File: src/sv/assert_macros.svh
// Assertion helpers shared by the tracker modules.
`ifndef ASSERT_MACROS_SVH
`define ASSERT_MACROS_SVH

// The condition must hold at every clock edge outside reset.
`define ASSERT_ALWAYS(lbl, clk, rst_n, cond) \
    lbl: assert property (@(posedge clk) disable iff (!rst_n) (cond)) \
        else $error("assertion failed");

// The consequent must hold in the cycle after the antecedent.
`define ASSERT_NEXT(lbl, clk, rst_n, ante, cons) \
    lbl: assert property (@(posedge clk) disable iff (!rst_n) (ante) |=> (cons)) \
        else $error("assertion failed");

`endif

File: src/sv/ewet_pkg.sv
package ewet_pkg;

    localparam logic [2:0] REQ_WAKE  = 3'd0;
    localparam logic [2:0] REQ_CONN  = 3'd1;
    localparam logic [2:0] REQ_FAIL  = 3'd2;
    localparam logic [2:0] REQ_OCC   = 3'd3;
    localparam logic [2:0] REQ_FRES  = 3'd4;
    localparam logic [2:0] REQ_SLEEP = 3'd5;
    localparam logic [2:0] REQ_RESET = 3'd6;
    localparam logic [2:0] REQ_MEAS  = 3'd7;

    localparam logic [2:0] REASON_INTERVAL = 3'd0;
    localparam logic [2:0] REASON_CONN     = 3'd1;
    localparam logic [2:0] REASON_FRES     = 3'd2;
    localparam logic [2:0] REASON_RESET    = 3'd3;
    localparam logic [2:0] REASON_LOWPOWER = 3'd4;

    localparam logic [1:0] TREND_POSITIVE = 2'd0;
    localparam logic [1:0] TREND_STABLE   = 2'd1;
    localparam logic [1:0] TREND_NEGATIVE = 2'd2;
    localparam logic [1:0] TREND_CRITICAL = 2'd3;

    localparam logic [1:0] CFG_WINDOW   = 2'd0;
    localparam logic [1:0] CFG_CRITICAL = 2'd1;
    localparam logic [1:0] CFG_NEGATIVE = 2'd2;
    localparam logic [1:0] CFG_POSITIVE = 2'd3;

    localparam logic [32:0] ROUND_MS    = 33'd30000;
    localparam int          DIV_SHIFT   = 5;
    localparam logic [10:0] DIV_ODD     = 11'd1875;
    localparam logic [29:0] DIV_RECIP   = 30'd586406201;
    localparam int          RECIP_SHIFT = 40;

    typedef struct packed {
        logic wake;
        logic conn;
        logic fail;
        logic occ;
        logic fres;
        logic sleep;
        logic rst;
        logic meas;
    } t_cls;

    typedef struct packed {
        t_cls        cls;
        logic [31:0] now_ms;
        logic [31:0] sample_secs;
        logic [31:0] duration_ms;
        logic [9:0]  soc_tenths;
        logic        soc_ok;
        logic [15:0] vcell_mv;
        logic        vcell_ok;
        logic        battery_fault;
        logic        low_power;
    } t_item;

    typedef struct packed {
        logic [2:0]  reason;
        logic [31:0] age_secs;
        logic [10:0] delta_soc;
        logic [16:0] delta_vcell;
        logic [15:0] wakes;
        logic [31:0] conn_ms;
        logic [31:0] awake_ms;
        logic [15:0] occupancy_count;
        logic [15:0] charge_faults;
        logic [15:0] fault_resets;
        logic [15:0] conn_failures;
        logic [1:0]  trend;
    } t_raw;

    function automatic logic [15:0] inc16(input logic [15:0] v);
        return (v == 16'hFFFF) ? v : v + 16'd1;
    endfunction

    function automatic logic [31:0] sat_add32(input logic [31:0] a, input logic [31:0] b);
        logic [32:0] s;
        s = {1'b0, a} + {1'b0, b};
        return s[32] ? 32'hFFFF_FFFF : s[31:0];
    endfunction

endpackage

File: src/sv/ewet_front.sv
`include "assert_macros.svh"

module ewet_front (
    input  logic                 i_clk,
    input  logic                 i_rst_n,
    input  logic                 i_s_tvalid,
    output logic                 o_s_tready,
    input  logic [127:0]         i_s_tdata,
    input  logic [2:0]           i_s_tuser,
    input  logic                 i_take,
    output logic                 o_item_valid,
    output ewet_pkg::t_item      o_item
);

    ewet_pkg::t_item r_mem [2];
    logic            r_wr_ptr;
    logic            r_rd_ptr;
    logic [1:0]      r_count;
    ewet_pkg::t_item n_item;
    logic            push;
    logic            pop;

    always_comb begin
        n_item = '0;
        n_item.now_ms        = i_s_tdata[31:0];
        n_item.sample_secs   = i_s_tdata[63:32];
        n_item.duration_ms   = i_s_tdata[95:64];
        n_item.soc_tenths    = i_s_tdata[105:96];
        n_item.soc_ok        = i_s_tdata[106];
        n_item.vcell_mv      = i_s_tdata[122:107];
        n_item.vcell_ok      = i_s_tdata[123];
        n_item.battery_fault = i_s_tdata[124];
        n_item.low_power     = i_s_tdata[125];
        case (i_s_tuser)
            ewet_pkg::REQ_WAKE:  n_item.cls.wake  = 1'b1;
            ewet_pkg::REQ_CONN:  n_item.cls.conn  = 1'b1;
            ewet_pkg::REQ_FAIL:  n_item.cls.fail  = 1'b1;
            ewet_pkg::REQ_OCC:   n_item.cls.occ   = 1'b1;
            ewet_pkg::REQ_FRES:  n_item.cls.fres  = 1'b1;
            ewet_pkg::REQ_SLEEP: n_item.cls.sleep = 1'b1;
            ewet_pkg::REQ_RESET: n_item.cls.rst   = 1'b1;
            default:             n_item.cls.meas  = 1'b1;
        endcase
    end

    assign o_s_tready   = (r_count != 2'd2);
    assign push         = i_s_tvalid && o_s_tready;
    assign o_item_valid = (r_count != 2'd0);
    assign o_item       = r_mem[r_rd_ptr];
    assign pop          = o_item_valid && i_take;

    always_ff @(posedge i_clk) begin
        if (push) begin
            r_mem[r_wr_ptr] <= n_item;
        end
    end

    always_ff @(posedge i_clk) begin
        if (!i_rst_n) begin
            r_wr_ptr <= 1'b0;
            r_rd_ptr <= 1'b0;
            r_count  <= 2'd0;
        end else begin
            if (push) begin
                r_wr_ptr <= ~r_wr_ptr;
            end
            if (pop) begin
                r_rd_ptr <= ~r_rd_ptr;
            end
            r_count <= r_count + {1'b0, push} - {1'b0, pop};
        end
    end

    `ASSERT_ALWAYS(a_count_range, i_clk, i_rst_n, r_count != 2'd3)
    `ASSERT_ALWAYS(a_ptr_match, i_clk, i_rst_n,
        (r_count == 2'd1) == (r_wr_ptr != r_rd_ptr))

endmodule

File: src/sv/ewet_back.sv
`include "assert_macros.svh"

module ewet_back (
    input  logic                 i_clk,
    input  logic                 i_rst_n,
    input  logic                 i_cfg_we,
    input  logic [1:0]           i_cfg_index,
    input  logic [31:0]          i_cfg_wdata,
    input  logic                 i_item_valid,
    input  ewet_pkg::t_item      i_item,
    input  logic                 i_ready,
    output logic                 o_take,
    output logic                 o_raw_valid,
    output ewet_pkg::t_raw       o_raw
);

    logic [31:0]        r_window;
    logic signed [10:0] r_crit;
    logic signed [10:0] r_neg;
    logic signed [10:0] r_pos;

    logic [31:0] r_base_time, n_base_time;
    logic [9:0]  r_base_soc, n_base_soc;
    logic [15:0] r_base_vcell, n_base_vcell;
    logic        r_base_ok, n_base_ok;
    logic [9:0]  r_last_soc, n_last_soc;
    logic        r_last_soc_valid, n_last_soc_valid;
    logic [15:0] r_last_vcell, n_last_vcell;
    logic        r_last_vcell_valid, n_last_vcell_valid;
    logic [15:0] r_wake_count, n_wake_count;
    logic [15:0] r_occ_count, n_occ_count;
    logic [15:0] r_chg_count, n_chg_count;
    logic [15:0] r_fres_count, n_fres_count;
    logic [15:0] r_fail_count, n_fail_count;
    logic [31:0] r_conn_sum, n_conn_sum;
    logic [31:0] r_awake_sum, n_awake_sum;
    logic [31:0] r_awake_start, n_awake_start;
    logic        r_awake_open, n_awake_open;
    logic        r_low_seen, n_low_seen;
    logic        r_fault_seen, n_fault_seen;

    logic               step;
    logic               emit;
    logic               do_rst;
    logic               do_try;
    logic               force_sum;
    logic               chg_after;
    logic [2:0]         reason;
    logic               sv;
    logic [9:0]         soc;
    logic               vv;
    logic [15:0]        vc;
    logic [31:0]        age;
    logic signed [10:0] dsoc;
    ewet_pkg::t_raw     raw;

    assign step   = i_item_valid && i_ready;
    assign o_take = i_ready;

    always_comb begin
        n_base_time        = r_base_time;
        n_base_soc         = r_base_soc;
        n_base_vcell       = r_base_vcell;
        n_base_ok          = r_base_ok;
        n_last_soc         = r_last_soc;
        n_last_soc_valid   = r_last_soc_valid;
        n_last_vcell       = r_last_vcell;
        n_last_vcell_valid = r_last_vcell_valid;
        n_wake_count       = r_wake_count;
        n_occ_count        = r_occ_count;
        n_chg_count        = r_chg_count;
        n_fres_count       = r_fres_count;
        n_fail_count       = r_fail_count;
        n_conn_sum         = r_conn_sum;
        n_awake_sum        = r_awake_sum;
        n_awake_start      = r_awake_start;
        n_awake_open       = r_awake_open;
        n_low_seen         = r_low_seen;
        n_fault_seen       = r_fault_seen;
        emit      = 1'b0;
        do_rst    = 1'b0;
        do_try    = 1'b0;
        force_sum = 1'b0;
        chg_after = 1'b0;
        reason    = ewet_pkg::REASON_INTERVAL;
        sv        = r_last_soc_valid;
        soc       = r_last_soc;
        vv        = r_last_vcell_valid;
        vc        = r_last_vcell;
        age       = '0;
        dsoc      = '0;
        raw       = '0;

        if (step) begin
            if (i_item.cls.wake) begin
                n_wake_count  = ewet_pkg::inc16(r_wake_count);
                n_awake_start = i_item.now_ms;
                n_awake_open  = 1'b1;
            end else if (i_item.cls.conn) begin
                n_conn_sum = ewet_pkg::sat_add32(r_conn_sum, i_item.duration_ms);
                do_try     = 1'b1;
                reason     = ewet_pkg::REASON_CONN;
            end else if (i_item.cls.fail) begin
                n_fail_count = ewet_pkg::inc16(r_fail_count);
            end else if (i_item.cls.occ) begin
                n_occ_count = ewet_pkg::inc16(r_occ_count);
            end else if (i_item.cls.fres) begin
                n_fres_count = ewet_pkg::inc16(r_fres_count);
                do_try       = 1'b1;
                force_sum    = 1'b1;
                reason       = ewet_pkg::REASON_FRES;
            end else if (i_item.cls.sleep || i_item.cls.rst) begin
                if (r_awake_open) begin
                    n_awake_sum  = ewet_pkg::sat_add32(r_awake_sum,
                                                       i_item.now_ms - r_awake_start);
                    n_awake_open = 1'b0;
                end
                if (i_item.cls.rst) begin
                    do_try    = 1'b1;
                    force_sum = 1'b1;
                    reason    = ewet_pkg::REASON_RESET;
                end
            end else begin
                sv = i_item.soc_ok || r_last_soc_valid;
                soc = i_item.soc_ok ? i_item.soc_tenths : r_last_soc;
                vv = i_item.vcell_ok || r_last_vcell_valid;
                vc = i_item.vcell_ok ? i_item.vcell_mv : r_last_vcell;
                if (i_item.soc_ok) begin
                    n_last_soc = i_item.soc_tenths;
                end
                n_last_soc_valid   = sv;
                n_last_vcell       = vv ? vc : 16'd0;
                n_last_vcell_valid = vv;
                if (!r_base_ok) begin
                    do_rst    = 1'b1;
                    chg_after = i_item.battery_fault && !r_fault_seen;
                end else begin
                    if (i_item.battery_fault && !r_fault_seen) begin
                        n_chg_count = ewet_pkg::inc16(r_chg_count);
                    end
                    do_try = 1'b1;
                    if (i_item.low_power && !r_low_seen) begin
                        force_sum = 1'b1;
                        reason    = ewet_pkg::REASON_LOWPOWER;
                    end
                end
                n_low_seen   = i_item.low_power;
                n_fault_seen = i_item.battery_fault;
            end

            if (do_try) begin
                if (!r_base_ok) begin
                    do_rst = 1'b1;
                end else begin
                    age = (i_item.sample_secs > r_base_time) ?
                          i_item.sample_secs - r_base_time : 32'd0;
                    if ((force_sum || (age >= r_window)) && sv && vv) begin
                        emit = 1'b1;
                        do_rst = 1'b1;
                        dsoc = $signed({1'b0, soc}) - $signed({1'b0, r_base_soc});
                        raw.reason          = reason;
                        raw.age_secs        = age;
                        raw.delta_soc       = dsoc;
                        raw.delta_vcell     = {1'b0, vc} - {1'b0, r_base_vcell};
                        raw.wakes           = n_wake_count;
                        raw.conn_ms         = n_conn_sum;
                        raw.awake_ms        = n_awake_open ?
                            ewet_pkg::sat_add32(n_awake_sum, i_item.now_ms - n_awake_start) :
                            n_awake_sum;
                        raw.occupancy_count = n_occ_count;
                        raw.charge_faults   = n_chg_count;
                        raw.fault_resets    = n_fres_count;
                        raw.conn_failures   = n_fail_count;
                        if (dsoc < r_crit) begin
                            raw.trend = ewet_pkg::TREND_CRITICAL;
                        end else if (dsoc < r_neg) begin
                            raw.trend = ewet_pkg::TREND_NEGATIVE;
                        end else if (dsoc > r_pos) begin
                            raw.trend = ewet_pkg::TREND_POSITIVE;
                        end else begin
                            raw.trend = ewet_pkg::TREND_STABLE;
                        end
                    end
                end
            end

            if (do_rst) begin
                n_base_time  = i_item.sample_secs;
                n_base_soc   = sv ? soc : 10'd0;
                n_base_vcell = vv ? vc : 16'd0;
                n_base_ok    = (i_item.sample_secs != 32'd0) && sv && vv;
                n_wake_count = '0;
                n_occ_count  = '0;
                n_chg_count  = chg_after ? 16'd1 : 16'd0;
                n_fres_count = '0;
                n_fail_count = '0;
                n_conn_sum   = '0;
                n_awake_sum  = '0;
                if (n_awake_open) begin
                    n_awake_start = i_item.now_ms;
                end
            end
        end
    end

    assign o_raw_valid = emit;
    assign o_raw       = raw;

    always_ff @(posedge i_clk) begin
        if (!i_rst_n) begin
            r_window           <= 32'd86400;
            r_crit             <= -11'sd200;
            r_neg              <= -11'sd50;
            r_pos              <= 11'sd50;
            r_base_time        <= '0;
            r_base_soc         <= '0;
            r_base_vcell       <= '0;
            r_base_ok          <= 1'b0;
            r_last_soc         <= '0;
            r_last_soc_valid   <= 1'b0;
            r_last_vcell       <= '0;
            r_last_vcell_valid <= 1'b0;
            r_wake_count       <= '0;
            r_occ_count        <= '0;
            r_chg_count        <= '0;
            r_fres_count       <= '0;
            r_fail_count       <= '0;
            r_conn_sum         <= '0;
            r_awake_sum        <= '0;
            r_awake_start      <= '0;
            r_awake_open       <= 1'b0;
            r_low_seen         <= 1'b0;
            r_fault_seen       <= 1'b0;
        end else begin
            if (i_cfg_we) begin
                case (i_cfg_index)
                    ewet_pkg::CFG_WINDOW:   r_window <= i_cfg_wdata;
                    ewet_pkg::CFG_CRITICAL: r_crit   <= $signed(i_cfg_wdata[10:0]);
                    ewet_pkg::CFG_NEGATIVE: r_neg    <= $signed(i_cfg_wdata[10:0]);
                    ewet_pkg::CFG_POSITIVE: r_pos    <= $signed(i_cfg_wdata[10:0]);
                    default:                r_window <= r_window;
                endcase
            end
            r_base_time        <= n_base_time;
            r_base_soc         <= n_base_soc;
            r_base_vcell       <= n_base_vcell;
            r_base_ok          <= n_base_ok;
            r_last_soc         <= n_last_soc;
            r_last_soc_valid   <= n_last_soc_valid;
            r_last_vcell       <= n_last_vcell;
            r_last_vcell_valid <= n_last_vcell_valid;
            r_wake_count       <= n_wake_count;
            r_occ_count        <= n_occ_count;
            r_chg_count        <= n_chg_count;
            r_fres_count       <= n_fres_count;
            r_fail_count       <= n_fail_count;
            r_conn_sum         <= n_conn_sum;
            r_awake_sum        <= n_awake_sum;
            r_awake_start      <= n_awake_start;
            r_awake_open       <= n_awake_open;
            r_low_seen         <= n_low_seen;
            r_fault_seen       <= n_fault_seen;
        end
    end

    `ASSERT_ALWAYS(a_base_time_set, i_clk, i_rst_n, !r_base_ok || (r_base_time != 32'd0))
    `ASSERT_NEXT(a_emit_clears, i_clk, i_rst_n, emit,
        (r_wake_count == 16'd0) && (r_conn_sum == 32'd0) && (r_awake_sum == 32'd0))

endmodule

File: src/sv/ewet_report.sv
module ewet_report (
    input  logic                 i_clk,
    input  logic                 i_rst_n,
    input  logic                 i_raw_valid,
    input  ewet_pkg::t_raw       i_raw,
    output logic                 o_ready,
    output logic                 o_m_tvalid,
    input  logic                 i_m_tready,
    output logic [175:0]         o_m_tdata,
    output logic [2:0]           o_m_tuser
);

    localparam int YW = 33 - ewet_pkg::DIV_SHIFT;
    localparam int PW = YW + 30;

    logic           en;
    logic           r_s1_valid;
    ewet_pkg::t_raw r_s1;
    logic [YW-1:0]  r_s1_yc;
    logic [YW-1:0]  r_s1_ya;
    logic           r_s2_valid;
    ewet_pkg::t_raw r_s2;
    logic [YW-1:0]  r_s2_yc;
    logic [YW-1:0]  r_s2_ya;
    logic [PW-1:0]  r_s2_pc;
    logic [PW-1:0]  r_s2_pa;
    logic           r_out_valid;
    ewet_pkg::t_raw r_out;
    logic [16:0]    r_out_cmin;
    logic [16:0]    r_out_amin;

    function automatic logic [YW-1:0] scale_ms(input logic [31:0] ms);
        logic [32:0] s;
        s = {1'b0, ms} + ewet_pkg::ROUND_MS;
        return s[32:ewet_pkg::DIV_SHIFT];
    endfunction

    function automatic logic [16:0] fix_quot(input logic [YW-1:0] y, input logic [PW-1:0] p);
        logic [16:0]   q0;
        logic [YW-1:0] rem;
        q0  = p[ewet_pkg::RECIP_SHIFT +: 17];
        rem = y - YW'(q0 * ewet_pkg::DIV_ODD);
        return (rem >= YW'(ewet_pkg::DIV_ODD)) ? q0 + 17'd1 : q0;
    endfunction

    assign en      = !r_out_valid || i_m_tready;
    assign o_ready = en;

    always_ff @(posedge i_clk) begin
        if (en) begin
            r_s1       <= i_raw;
            r_s1_yc    <= scale_ms(i_raw.conn_ms);
            r_s1_ya    <= scale_ms(i_raw.awake_ms);
            r_s2       <= r_s1;
            r_s2_yc    <= r_s1_yc;
            r_s2_ya    <= r_s1_ya;
            r_s2_pc    <= r_s1_yc * ewet_pkg::DIV_RECIP;
            r_s2_pa    <= r_s1_ya * ewet_pkg::DIV_RECIP;
            r_out      <= r_s2;
            r_out_cmin <= fix_quot(r_s2_yc, r_s2_pc);
            r_out_amin <= fix_quot(r_s2_ya, r_s2_pa);
        end
    end

    always_ff @(posedge i_clk) begin
        if (!i_rst_n) begin
            r_s1_valid  <= 1'b0;
            r_s2_valid  <= 1'b0;
            r_out_valid <= 1'b0;
        end else if (en) begin
            r_s1_valid  <= i_raw_valid;
            r_s2_valid  <= r_s1_valid;
            r_out_valid <= r_s2_valid;
        end
    end

    assign o_m_tvalid = r_out_valid;
    assign o_m_tuser  = r_out.reason;
    assign o_m_tdata  = {r_out.trend, r_out.conn_failures, r_out.fault_resets,
                         r_out.charge_faults, r_out.occupancy_count, r_out_amin,
                         r_out_cmin, r_out.wakes, r_out.delta_vcell, r_out.delta_soc,
                         r_out.age_secs};

endmodule

File: src/sv/energy_window_event_tracker.sv
// A summary passes from the input queue through the back end and the report stages s1, s2 and out.
// Throughput: one event per cycle while the output is not stalled; the back end updates its state for each event.
// Minutes rounding runs in a three-stage reciprocal pipeline that stalls with the output.
// Reset is synchronous and active low; it loads the register defaults and clears all
// window state; no clearing pass is needed.
module energy_window_event_tracker (
    input  logic         i_clk,
    input  logic         i_rst_n,
    input  logic         i_cfg_we,
    input  logic [1:0]   i_cfg_index,
    input  logic [31:0]  i_cfg_wdata,
    input  logic         s_axis_tvalid,
    output logic         s_axis_tready,
    // now_ms, sample_secs, duration_ms, soc_tenths, soc_ok, vcell_mv, vcell_ok,
    // battery_fault, low_power
    input  logic [127:0] s_axis_tdata,
    // req_type
    input  logic [2:0]   s_axis_tuser,
    output logic         m_axis_tvalid,
    input  logic         m_axis_tready,
    // age_secs, delta_soc, delta_vcell, wakes, conn_minutes, awake_minutes,
    // occupancy_count, charge_faults, fault_resets, conn_failures, trend
    output logic [175:0] m_axis_tdata,
    // summary_reason
    output logic [2:0]   m_axis_tuser
);

    logic            item_valid;
    ewet_pkg::t_item item;
    logic            take;
    logic            back_ready;
    logic            raw_valid;
    ewet_pkg::t_raw  raw;

    ewet_front u_front (
        .i_clk        (i_clk),
        .i_rst_n      (i_rst_n),
        .i_s_tvalid   (s_axis_tvalid),
        .o_s_tready   (s_axis_tready),
        .i_s_tdata    (s_axis_tdata),
        .i_s_tuser    (s_axis_tuser),
        .i_take       (take),
        .o_item_valid (item_valid),
        .o_item       (item)
    );

    ewet_back u_back (
        .i_clk        (i_clk),
        .i_rst_n      (i_rst_n),
        .i_cfg_we     (i_cfg_we),
        .i_cfg_index  (i_cfg_index),
        .i_cfg_wdata  (i_cfg_wdata),
        .i_item_valid (item_valid),
        .i_item       (item),
        .i_ready      (back_ready),
        .o_take       (take),
        .o_raw_valid  (raw_valid),
        .o_raw        (raw)
    );

    ewet_report u_report (
        .i_clk       (i_clk),
        .i_rst_n     (i_rst_n),
        .i_raw_valid (raw_valid),
        .i_raw       (raw),
        .o_ready     (back_ready),
        .o_m_tvalid  (m_axis_tvalid),
        .i_m_tready  (m_axis_tready),
        .o_m_tdata   (m_axis_tdata),
        .o_m_tuser   (m_axis_tuser)
    );

endmodule
File: config.mk
export PLATFORM = sky130hd
export DESIGN_NAME = energy_window_event_tracker
export DESIGN_NICKNAME = d
export VERILOG_FILES = /design/src/sv/ewet_pkg.sv /design/src/sv/ewet_front.sv /design/src/sv/ewet_back.sv /design/src/sv/ewet_report.sv /design/src/sv/energy_window_event_tracker.sv
export VERILOG_INCLUDE_DIRS = /design/src /design/src/sv
export SDC_FILE = /design/constraint.sdc
export NUM_CORES = 2
export LEC_CHECK = 0
export BUFFER_PORTS_ARGS = -buffer_cell sky130_fd_sc_hd__buf_4
export CAP_MARGIN = 15
export CORE_ASPECT_RATIO = 1.1
export CORE_MARGIN = 5
export CORE_UTILIZATION = 40
export DETAILED_ROUTE_END_ITERATION = 6
export PLACE_DENSITY_LB_ADDON = 0.3
export SYNTH_ARGS = -nofsm -noshare
export SYNTH_HDL_FRONTEND = slang
export SYNTH_SLANG_ARGS = --single-unit
File: constraint.sdc
create_clock -name i_clk -period 23.1 [get_ports i_clk]
set_clock_uncertainty 0.1 [all_clocks]
set_input_delay 1.155 -clock i_clk [delete_from_list [all_inputs] [get_ports i_clk]]
set_output_delay 1.155 -clock i_clk [all_outputs]
set_load 0.02 [all_outputs]
# Word-level counts from Yosys, hierarchy flattened
# Memory sizes are Yosys's and may differ from the RTL's. A register that Yosys moved wholly into a read port is not among the register bits.
# Cells that the tools add are included.
[op_classes]
bitwise = 12
n_mul = 4
n_reduce_logical = 31
eq_ne = 15
add_sub_neg = 21
magnitude_cmp = 7
muxes = 162
[op_table]
columns = ["op", "n"]
rows = [
  ["$mux W32", 21],
  ["$mux W16", 41],
  ["$mux W130", 4],
  ["$mul A28 B30 Y57 const B", 2],
  ["$add A32 B32 Y33", 3],
  ["$sub A32 B32 Y32", 3],
  ["$mux W10", 9],
  ["$add A16 B1 Y16 const B", 5],
  ["$eq A16 B16 Y1 const B", 5],
  ["$mux W1", 76],
  ["$add A32 B15 Y33 const B", 2],
  ["$ge A28 B11 Y1 const B", 2],
  ["$mul A17 B11 Y28 const B", 2],
  ["$sub A28 B28 Y28", 2],
  ["$add A17 B1 Y17 const B", 2],
  ["$mux W17", 2],
  ["$ge A32 B32 Y1", 1],
  ["$gt A32 B32 Y1", 1],
  ["$reduce_bool A32 Y1", 1],
  ["$lt A11 B11 Y1", 2],
  ["$mux W3", 6],
  ["$sub A16 B16 Y17", 1],
  ["$not A1 Y1", 12],
  ["$gt A11 B11 Y1", 1],
  ["other kinds (23)", 46],
]
[totals]
wordCells = 322
input_bits = 170
mem_count = 1
regBits = 1033
ram_bits = 268
out_inout_bits = 181
[mem_list]
columns = ["name", "depth", "word_bits", "read_ports", "rd_ports_with_merged_regs", "wr", "line_no", "rtl"]
rows = [
  ["u_front.r_mem", 2, 134, 1, 1, 1, "ewet_front.sv:15", "ewet_pkg::t_item r_mem [2];"],
]

# Depth between registers and ports, before layout
[depth]
word_depth = 19
depth_mapped = 58
mapped_depth_nobuf = 46

# By module
# Synthesis repeated with hierarchy kept, for this count alone.
[hier_totals]
hier_cells = 8952
area_unflattened_um2 = 96152.2
[modules_own_cells]
columns = ["mod", "seq_area_each_um2", "area_each_um2", "cells_each", "instances"]
rows = [
  ["ewet_report", 18527.8, 56880.8, 4618, 1],
  ["ewet_back", 6626.4, 29042.9, 3879, 1],
  ["ewet_front", 8147.8, 10228.6, 455, 1],
]

# Worst setup path before layout
# OpenSTA, ideal clock, no wires.
[synth_path]
path_type = "input to register"
from = "input port m_axis_tready"
to = "register u_report.r_s1_yc[25] (data pin)"
slack_ps = 3520
t_arrival_ps = 19335
required_ps = 22855
path_buffers = 6
cell_stages = 20
setup_ps = 145
path_cell_list = "nor2b_1 -> inv_1 -> o21ai_0 -> inv_1 -> nand2_1 -> nor2_2 -> buf_4 -> buf_2 -> clkbuf_1 -> clkbuf_1 -> clkbuf_1 -> clkbuf_1 -> o221ai_1 -> ha_1 -> inv_1 -> a211oi_1 -> o21ai_1 -> o211ai_1 -> or4_1 -> o21ai_1"
[synth_between]
elab_chain_len = 4
[synth_lines]
columns = ["item", "line_no", "rtl"]
rows = [
  ["start, declared", "energy_window_event_tracker.sv:20", "input logic m_axis_tready,"],
  ["$logic_or A1 B1 Y1", "ewet_report.sv:46", "assign en = !r_out_valid || i_m_tready;"],
  ["$logic_and A1 B1 Y1", "ewet_back.sv:57", "assign step = i_item_valid && i_ready;"],
  ["$mux W130", "ewet_back.sv:94", "if (step) begin"],
  ["$add A32 B15 Y33", "ewet_report.sv:34", "s = {1'b0, ms} + ewet_pkg::ROUND_MS;"],
  ["end signal, assigned", "ewet_report.sv:52", "r_s1_yc <= scale_ms(i_raw.conn_ms);"],
  ["end, declared", "ewet_report.sv:19", "logic [YW-1:0] r_s1_yc;"],
]
# Every way passes these cells.
# A chain may end at the register's enable or synchronous reset.

==> impl_metrics.env <==
export IMPL_ys_types=103
export IMPL_period_share=0.598
export IMPL_ys_seq_area_frac=0.353
export IMPL_switching_share=0.392
export IMPL_cp_start_kind="register"
export IMPL_grt_ovfl_total=0
export IMPL_path_clk_slew_ns=0.07
export IMPL_wl_um=246000
export IMPL_vdd_drop_max_uv=77.4
export IMPL_multi_input_area_sq_um=54300
export IMPL_synth_largest_area_cell="edfxtp_1"
export IMPL_synthToLayoutAreaGrowth_pct=11.9
export IMPL_numCtsBuffers=140
export IMPL_clockBufferDepth=3
export IMPL_stdcell_count=12488
export IMPL_vias=64675
export IMPL_cpMostUsedCell="ha_1"
export IMPL_maxCapViolCount=0
export IMPL_synth_cells=8920
export IMPL_p_int_mw=5.08
export IMPL_nFillCells=21727
export IMPL_dieArea_sq_um=245000
export IMPL_io_pins=351
export IMPL_seq_area_sq_um=33200
export IMPL_dp_cells=12202
export IMPL_synth_top_area_frac=0.281
export IMPL_ant_nets=0
export IMPL_setup_tns_ns=0
export IMPL_outcome="finished clean"
export IMPL_total_power_mw=8.36
export IMPL_finalCoreUtilization=0.450
export IMPL_cts_sinks=1220
export IMPL_arrival_ns=14.21
export IMPL_hold_violations=0
export IMPL_fin_ws_ns=9.29
export IMPL_drc=0
export IMPL_grt_max_degree=165
export IMPL_cts_setup_buffers=0
export IMPL_fmax_mhz=72.4
export IMPL_start_util=0.402
export IMPL_drive_gt1_frac=0.0833
export IMPL_p_leak_nw=47.5
export IMPL_clk_latency_ns=0.84
export IMPL_wire_per_inst_um=19.7
export IMPL_path_class="reg2reg"
export IMPL_avgSynthCellArea_sq_um=10.5
export IMPL_p_per_area_nw_per_um2=79.4
export IMPL_synth_nets=11005
export IMPL_grtUsageTotal=0.199
export IMPL_sequentialPowerShare=0.305
export IMPL_ys_warn_count=0
export IMPL_first_pass_iters=6
export IMPL_period_needed_ns=13.81
export IMPL_combPwrFrac=0.418
export IMPL_crit_fanout=38
export IMPL_grt_antenna_before_repair=49
export IMPL_ys_top_cells_by_area="edfxtp_1 28%, fa_1 18%, ha_1 14%"
export IMPL_drt_first_iter_violations=3948
export IMPL_grt_pass1_vias=66548
export IMPL_cp_slowest_cell="o21bai_1"
export IMPL_worstSetupEndpointType="register"
export IMPL_place_port_buffers=348
export IMPL_relSlewSlack=0.0845
export IMPL_place_gp_congestion=0.942
export IMPL_cts_root_buf="clkbuf_16"
export IMPL_nNetsFinal=11328
export IMPL_crit_path_max_incr_delay_ns=0.78
export IMPL_tritoncts="built"
export IMPL_rows=186
export IMPL_p_clk_frac=0.278
export IMPL_holdWs_ns=0.307
export IMPL_ys_flop_type="edfxtp_1"
export IMPL_preCtsSetupSlack_ns=9.39
export IMPL_cts_hold_buf=0
export IMPL_syn_area_sq_um=94100
export IMPL_vias_per_cell=5.18
export IMPL_htree_levels=4
export IMPL_finalSetupViolations=0
export IMPL_ys_ff_latch=1220
export IMPL_die_w_um=472
export IMPL_rsz0062_at_grt="false"
export IMPL_ctsResizeCount=0
export IMPL_grt_pass1_wl_um=382000
export IMPL_slew_violations=0
export IMPL_synth_edf_count=881
export IMPL_synthArstFlopShare=0
export IMPL_cp_required_ns=23.50
export IMPL_post_dp_cell_area_sq_um=100000
export IMPL_design_area_sq_um=105000
export IMPL_dp_hpwl_um=192000
export IMPL_p_switching_mw=3.28
export IMPL_hp_class="reg2reg"
export IMPL_die_height_um=519
export IMPL_core_area_sq_um=234000
export IMPL_worstMarginPinSlew_ns=1.37
state kept, by name (all words and copies together) (netlist names), 32 cells and up, named ones only:
register,count
u_front.r_mem,266
u_back.r_conn_sum,32
u_back.r_awake_start,32
u_back.r_awake_sum,32
u_report.r_s2,145
u_back.r_base_time,32
u_report.o_m_tdata,142
u_report.r_s1,145
u_back.r_window,32
Yosys cell counts, types with 12 or more instances:
| master | instances |
|---|---|
| a211oi_1 | 114 |
| a21boi_0 | 28 |
| a21o_1 | 125 |
| a21oi_1 | 509 |
| a22oi_1 | 42 |
| a31oi_1 | 38 |
| and2_1 | 69 |
| and3_1 | 88 |
| and4_1 | 18 |
| buf_1 | 20 |
| clkbuf_1 | 190 |
| dfxtp_1 | 339 |
| edfxtp_1 | 881 |
| fa_1 | 843 |
| ha_1 | 1072 |
| inv_1 | 1546 |
| mux2_2 | 66 |
| mux2i_1 | 84 |
| nand2_1 | 429 |
| nand2b_1 | 61 |
| nand3_1 | 112 |
| nand3b_1 | 21 |
| nand4_1 | 55 |
| nor2_1 | 725 |
| nor2b_1 | 65 |
| nor3_1 | 135 |
| nor3b_1 | 44 |
| nor4_1 | 41 |
| o2111ai_1 | 14 |
| o211a_1 | 12 |
| o211ai_1 | 65 |
| o21a_1 | 54 |
| o21ai_0 | 290 |
| o21ai_1 | 12 |
| o21bai_1 | 28 |
| o221ai_1 | 19 |
| o22a_1 | 19 |
| o22ai_1 | 20 |
| o31ai_1 | 24 |
| or2_2 | 32 |
| or3_1 | 40 |
| or4_1 | 12 |
| xnor2_1 | 237 |
| xor2_1 | 109 |
area by class of cell:
type,instances,share of cell area
multi-input combinational,5932,0.516
timing repair buffer,402,0.0291
clock buffer,179,0.0358
sequential,1220,0.316
tap,3102,0.0369
inverter,1547,0.0553
antenna,24,0.000570
clock inverter,82,0.0107
power by group through the flow:
stage	Clock, mW	Combinational (mW)	Sequential [mW]
after floorplan	0	2.53	2.58
after global placement	0	3.38	2.59
after detailed placement	0	3.45	2.59
after CTS	2.40	3.47	2.55
after global routing	2.49	3.86	2.56
final	2.32	3.49	2.55
cell usage in the layout (no fill, tap or decap), drive strengths merged, types with 179 or more instances in the layout:
cell and count:
inv 1555, ha 1072, edfxtp 881, fa 843
nor2 726, a21oi 509, nand2 429, buf 402
dfxtp 339, o21ai 302, xnor2 237, clkbuf 179
path summary, 6_finish.rpt:
kind | to | cells after the start | from | slack (ns)
worst max-delay path | u_report.r_s1_ya[25]$_DFFE_PN_ | 43 | register | 9.29
worst max register to register | u_report.r_s1_ya[25]$_DFFE_PN_ | 43 | register | 9.29
worst min-delay path | u_report.o_m_tdata[134]$_DFFE_PN_ | 0 | u_report.r_s2[42]$_DFFE_PN_ | 0.31
worst min register to register | u_report.o_m_tdata[134]$_DFFE_PN_ | 0 | u_report.r_s2[42]$_DFFE_PN_ | 0.31
metal layers:
layer,GRT usage,wire (um),vias up
met3,0.0427,15400,392
met5,0,309,-
met1,0.259,106000,31717
met2,0.335,117000,1580
met4,0.0535,6580,46
li1,-,-,30940
worst max-delay path, delay by kind of cell (launching register included):
family | cells | cell delay, ns
AO/OA/AOI/OAI | 17 | 5.70
AND/OR/NAND/NOR | 16 | 4.09
adder cells (fa/ha/maj) | 4 | 1.35
buffers and inverters | 3 | 1.06
flip-flops | 1 | 0.60
multiplexers | 1 | 0.35
XOR/XNOR | 2 | 0.22
cells by family (layout without fill, tap and decap cells):
logic type | after synthesis | count (layout) | synth area share
and+or+nand+nor | 1986 | 1986 | 0.101
adders and majority gates | 1915 | 1915 | 0.322
buffers and inverters | 1768 | 2210 | 0.0708
AOI/OAI and AO/OA | 1533 | 1533 | 0.104
DFF | 1220 | 1220 | 0.353
xor gates and xnor gates | 346 | 346 | 0.0322
muxes | 152 | 152 | 0.0171
other | 0 | 24 | 0
Power figures use the tool's default switching activity.
